`src/hw/rtl/god_ram.sv`:
```
// Generic single-write, single-read RAM with registered read data.
// No dependencies.
module god_ram #(
  parameter int unsigned WIDTH = 8,
  parameter int unsigned DEPTH = 256
) (
  input  logic                     clk_i,
  input  logic                     we_i,
  input  logic [$clog2(DEPTH)-1:0] waddr_i,
  input  logic [WIDTH-1:0]         wdata_i,
  input  logic                     re_i,
  input  logic [$clog2(DEPTH)-1:0] raddr_i,
  output logic [WIDTH-1:0]         rdata_o
);

  logic [WIDTH-1:0] mem_q [DEPTH];
  logic [WIDTH-1:0] rdata_q;

  // Write port
  always_ff @(posedge clk_i) begin
    if (we_i) begin
      mem_q[waddr_i] <= wdata_i;
    end
  end

  // Read port; data holds until the next read
  always_ff @(posedge clk_i) begin
    if (re_i) begin
      rdata_q <= mem_q[raddr_i];
    end
  end

  assign rdata_o = rdata_q;

endmodule

```
`config.mk`:
```
export PLATFORM = sky130hd
export DESIGN_NAME = god_ram
export DESIGN_NICKNAME = d
export VERILOG_FILES = /design/src/hw/rtl/god_ram.sv
export SDC_FILE = /design/constraint.sdc
export NUM_CORES = 2
export LEC_CHECK = 0
export ABC_CLOCK_PERIOD_IN_PS = 3000
export BUFFER_PORTS_ARGS = -buffer_cell sky130_fd_sc_hd__buf_2
export CORE_MARGIN = 2
export CORE_UTILIZATION = 60
export DETAILED_ROUTE_END_ITERATION = 10
export GPL_TIMING_DRIVEN = 0
export MAX_ROUTING_LAYER = met4
export PLACE_DENSITY = 0.79
export REMOVE_ABC_BUFFERS = 1
export SLEW_MARGIN = 25
export SYNTH_ARGS = -nofsm -noshare
export SYNTH_HDL_FRONTEND = slang
export SYNTH_SLANG_ARGS = --single-unit
```
`constraint.sdc`:
```
create_clock -name clk_i -period 3 [get_ports clk_i]
set_input_delay 0.45 -clock clk_i [delete_from_list [all_inputs] [get_ports clk_i]]
set_output_delay 0.45 -clock clk_i [all_outputs]
set_load 0.05 [all_outputs]
```
# Word-level counts from Yosys, hierarchy flattened
# Memories as Yosys holds them, arrays and structs flattened. A register that Yosys moved wholly into a read port is not among the register bits.
# Cells that the tools add are included.
[classes]
n_mux = 2
[ops]
columns = ["operator", "n"]
rows = [
  ["$mux 1", 2],
]
[totals]
mem_bits_rw = 2048
reg_bits = 0
in_bits = 27
word_cells = 3
mem_count = 1
[memory_table]
columns = ["name", "words", "width", "read_ports", "rd_ports_with_merged_regs", "write_ports", "line", "source"]
rows = [
  ["mem_q", 256, 8, 1, 1, 1, "16", "logic [WIDTH-1:0] mem_q [DEPTH];"],
]

# Depth between registers and ports, before layout
[logic_depth]
ltp_word = 2
mapped_depth = 11
mapped_depth_nobuf = 6

# Worst setup path before layout
# No wires, ideal clock.
[synth_timing]
path_kind = "input -> register"
startpoint = "input raddr_i[0]"
endpoint = "register rdata_q[2], in the netlist rdata_o[2] (read register of mem_q), data pin"
path_buffers = 4
t_arrival_ns = 2.257
path_slack_ns = 0.474
setup_time_ns = 0.269
cell_stages = 9
path_cell_list = "buf_6 buf_12 buf_8 buf_2 mux4_2 a22oi_1 a21oi_1 nor4_1 nor4_2"
[synth_lines]
columns = ["item", "line", "source"]
rows = [
  ["start, declared", "12", "input logic [$clog2(DEPTH)-1:0] raddr_i,"],
  ["end, declared", "17", "logic [WIDTH-1:0] rdata_q;"],
]

==> results.sh <==
export IMPL_run_status="finished with violations"
export IMPL_failed_checks="negative setup slack"
export IMPL_setup_repair_after_global_routing_missed_its_margin="true"
export IMPL_timing_final_max_slew_violations=0
export IMPL_clock_transition_at_the_registers_of_the_reported_paths_ns=0.07
export IMPL_ff_latch_count_synth=2056
export IMPL_final_hold_violation_count=0
export IMPL_maxSlewHeadroom=0.288
export IMPL_finalSetupViolCount=1
export IMPL_grt_use_total=0.317
export IMPL_rrSetupSlack_ns=0.07
export IMPL_synth_cell_types=54
export IMPL_dieHeight_um=368
export IMPL_wl_per_cell_um=36.6
export IMPL_worst_r2r_path_depth=6
export IMPL_design_core_area_um2=132000
export IMPL_tritoncts="built"
export IMPL_fillers=7372
export IMPL_timing_critical_path_to_type="flop"
export IMPL_antenna_found_initial=13
export IMPL_power_static_leakage_nw=27.7
export IMPL_mappedNetlistArea_um2=79600
export IMPL_timing_critical_path_fanout_max=54
export IMPL_htree_num_levels=4
export IMPL_final_setup_skew_ns=0.0299
export IMPL_syn_avg_cell_area_um2=21.3
export IMPL_synthToLayoutAreaGrowth_pct=12.7
export IMPL_drt_pre_antenna_iters=7
export IMPL_drt_total_wl_um=211000
export IMPL_worst_supply_voltage_drop_on_vdd_uv=659
export IMPL_finalNonFillerCells=5755
export IMPL_cts_made_buffers=191
export IMPL_postSynthCellCount=3733
export IMPL_period_minus_slack_ns=3.01
export IMPL_whs_ns=0.0181
export IMPL_crit_type="input port to flop"
export IMPL_total_neg_setup_slack_ns=-0.00638
export IMPL_clock_sinks=2056
export IMPL_yosysSeqAreaShare=0.775
export IMPL_drc=0
export IMPL_clock_latency_ns=0.86
export IMPL_num_vias=41400
export IMPL_setup_worst_path_start_class="input port"
export IMPL_start_util=0.605
export IMPL_portBuffers=34
export IMPL_synth_enable_flop_cells=2056
export IMPL_drive_gt1_frac=0.236
export IMPL_drv_max_cap_violation_count=0
export IMPL_clock_fmax_ghz=0.333
export IMPL_floorplan_die_width_um=368
export IMPL_grt_overflow_total=0
export IMPL_timing_hold_worst_path_depth=1
export IMPL_drt_vias_per_instance=7.19
export IMPL_synth_main_ff_cell="sky130_fd_sc_hd__edfxtp_1"
export IMPL_finalWorstSetupSlack_ns=-0.00638
export IMPL_die_area_um2=136000
export IMPL_yosys_warnings=0
export IMPL_grt_pass1_vias=41300
export IMPL_grt_max_degree=129
export IMPL_powerDensity_nw_per_um2=666
export IMPL_timing_critical_path_required_ns=3.60
export IMPL_clock_tree_root_cell="sky130_fd_sc_hd__clkbuf_16"
export IMPL_clk_path_buf_depth=3
export IMPL_worst_slew_pin_slew_ns=1.07
export IMPL_placementRows=133
export IMPL_dp_cells=5358
export IMPL_place_congestion=0.840
export IMPL_timing_final_crit_share=1.00
export IMPL_detailedPlacementHpwl_um=111000
export IMPL_fin_nets=3852
export IMPL_pre_cts_ws_ns=-2.15
export IMPL_min_delay_path_class="input port to flop"
export IMPL_arrival_ns=3.60
export IMPL_dr_first_iter_drc_count=7238
export IMPL_async_flop_share=0
export IMPL_ioPinCount=35
export IMPL_ant_nets=0
export IMPL_first_pass_grt_wire_length_um=296000
export IMPL_overall_power_mw=59.7
[synthesized netlist by cell type (2+ instances only)]
master | number | area [um^2]
sky130_fd_sc_hd__a211oi_1 | 16 | 120
sky130_fd_sc_hd__nand3_1 | 34 | 170
sky130_fd_sc_hd__nor2b_1 | 31 | 194
sky130_fd_sc_hd__mux4_1 | 2 | 52.6
sky130_fd_sc_hd__o32ai_1 | 4 | 35.0
sky130_fd_sc_hd__o22ai_1 | 28 | 175
sky130_fd_sc_hd__nor2_1 | 282 | 1060
sky130_fd_sc_hd__o21ai_1 | 2 | 10.0
sky130_fd_sc_hd__mux4_2 | 454 | 10200
sky130_fd_sc_hd__o21ai_0 | 10 | 50.1
sky130_fd_sc_hd__o211ai_1 | 10 | 75.1
sky130_fd_sc_hd__nand3b_1 | 2 | 15.0
sky130_fd_sc_hd__a22oi_1 | 133 | 998
sky130_fd_sc_hd__nor3_1 | 22 | 110
sky130_fd_sc_hd__nand4_1 | 10 | 62.6
sky130_fd_sc_hd__buf_2 | 31 | 155
sky130_fd_sc_hd__a2111oi_1 | 2 | 20.0
sky130_fd_sc_hd__buf_12 | 8 | 160
sky130_fd_sc_hd__a2111oi_0 | 2 | 17.5
sky130_fd_sc_hd__buf_4 | 27 | 203
sky130_fd_sc_hd__nand2_1 | 33 | 124
sky130_fd_sc_hd__mux2i_1 | 134 | 1340
sky130_fd_sc_hd__and3b_1 | 2 | 17.5
sky130_fd_sc_hd__a31oi_1 | 2 | 12.5
sky130_fd_sc_hd__o22a_1 | 5 | 43.8
sky130_fd_sc_hd__edfxtp_1 | 2056 | 61700
sky130_fd_sc_hd__a311oi_1 | 2 | 17.5
sky130_fd_sc_hd__buf_8 | 13 | 195
sky130_fd_sc_hd__and2_1 | 6 | 37.5
sky130_fd_sc_hd__a221oi_1 | 13 | 114
sky130_fd_sc_hd__buf_6 | 21 | 236
sky130_fd_sc_hd__or2_2 | 4 | 25.0
sky130_fd_sc_hd__buf_1 | 22 | 82.6
sky130_fd_sc_hd__clkbuf_1 | 111 | 417
sky130_fd_sc_hd__a21oi_1 | 96 | 480
sky130_fd_sc_hd__nor4_2 | 3 | 37.5
sky130_fd_sc_hd__nand2b_1 | 8 | 50.1
sky130_fd_sc_hd__o221ai_1 | 46 | 403
sky130_fd_sc_hd__nor4_1 | 24 | 150
sky130_fd_sc_hd__a22o_1 | 8 | 70.1
[cells in the final DEF, fill, tap and decap left out, types with 10 or more instances in the layout]
master                      netlist  final
sky130_fd_sc_hd__edfxtp_1      2056   2056
sky130_fd_sc_hd__mux4_2         454    454
sky130_fd_sc_hd__nor2_1         282    277
sky130_fd_sc_hd__clkbuf_16        0    199
sky130_fd_sc_hd__mux2i_1        134    134
sky130_fd_sc_hd__a22oi_1        133    133
sky130_fd_sc_hd__a21oi_1         96     96
sky130_fd_sc_hd__buf_16           0     47
sky130_fd_sc_hd__clkinv_1         1     44
sky130_fd_sc_hd__o221ai_1        46     40
sky130_fd_sc_hd__clkbuf_1       111     37
sky130_fd_sc_hd__clkinv_2         0     34
sky130_fd_sc_hd__nand2_1         33     31
sky130_fd_sc_hd__o22ai_1         28     28
sky130_fd_sc_hd__nor2b_1         31     26
sky130_fd_sc_hd__nand3_1         34     25
sky130_fd_sc_hd__bufinv_16        0     24
sky130_fd_sc_hd__buf_2           31     24
sky130_fd_sc_hd__nor3_1          22     15
sky130_fd_sc_hd__nor4_4           0     15
sky130_fd_sc_hd__a211oi_1        16     14
sky130_fd_sc_hd__diode_2          0     12
sky130_fd_sc_hd__buf_8           13     12
sky130_fd_sc_hd__buf_6           21     12
sky130_fd_sc_hd__buf_4           27     12
sky130_fd_sc_hd__nand4_1         10     10
sky130_fd_sc_hd__o211ai_1        10     10
sky130_fd_sc_hd__o21ai_0         10     10
[worst max-delay path, stage by stage]
cell,delay (ns)
sky130_fd_sc_hd__buf_12,0.32
sky130_fd_sc_hd__buf_16,0.33
sky130_fd_sc_hd__buf_16,0.32
sky130_fd_sc_hd__nand2_4,0.32
sky130_fd_sc_hd__o221ai_1,0.41
sky130_fd_sc_hd__a21oi_1,0.13
sky130_fd_sc_hd__o32ai_1,0.43
sky130_fd_sc_hd__nor3_1,0.23
sky130_fd_sc_hd__nor4_2,0.51
[metrics by stage]
stage | cell area (um^2) | util
5_1_grt | 89700 | 0.682
3_5_place_dp | 82300 | 0.626
2_1_floorplan | 78200 | -
3_3_place_gp | 80600 | 0.612
4_1_cts | 89400 | 0.679
6_report | 89700 | 0.682
[worst paths after layout]
path,startpoint,to
min,wdata_i[1],mem_q[170][1]$_DFFE_PP_
min reg2reg,mem_q[32][5]$_DFFE_PP_,rdata_o[5]$_DFFE_PP_
max reg2reg,mem_q[137][4]$_DFFE_PP_,rdata_o[4]$_DFFE_PP_
max,raddr_i[1],rdata_o[3]$_DFFE_PP_
[where the power goes]
part / total [mW] / switching, mW / internal, mW
sequential: 31.7 / 0.0223 / 31.7
combinational: 3.22 / 2.09 / 1.12
clock: 24.8 / 10.8 / 14.1
total: 59.7 / 12.9 / 46.8
[state kept, by name, summed over array words and instances (netlist names)]
| register | count |
|---|---|
| mem_q | 2048 |
| rdata_o | 8 |
[cell type report]
class | count | area [um^2] | share of cell area
Clock inverter | 123 | 1280 | 0.0143
Sequential cell | 2056 | 61700 | 0.688
Multi-Input combinational cell | 1442 | 17000 | 0.190
Timing Repair Buffer | 132 | 2410 | 0.0268
Antenna cell | 12 | 30.0 | 0.000335
Clock buffer | 233 | 5040 | 0.0562
Inverter | 2 | 12.5 | 0.000139
Tap cell | 1755 | 2200 | 0.0245
[logic make-up (layout without fill, tap and decap cells)]
kind of cell | after synthesis | in the layout | share of synthesized area
compound gates | 385 | 385 | 0.0342
simple gates | 466 | 466 | 0.0263
mux | 591 | 591 | 0.146
other cells | 0 | 12 | 0
flops | 2056 | 2056 | 0.775
buf+inv | 235 | 490 | 0.0183
[timing repair]
action | CTS | global route
hold buffers | 4 | 0
resized for setup | 47 | 27
pin swaps | 3 | 7
gates cloned | 10 | 3
hold endpoints to repair | 54 | 0
buffers inserted | 2 | 9
setup endpoints to repair | 8 | 21
[metal layers]
metal / vias up / global-route usage / share of wire
met3: 766 / 0.0764 / 0.12
met5: - / - / 0
met1: 21000 / 0.397 / 0.33
met4: 0 / 0.154 / 0.057
li1: 15900 / - / -
met2: 3701 / 0.493 / 0.49
(Power assumes the default switching activity.)
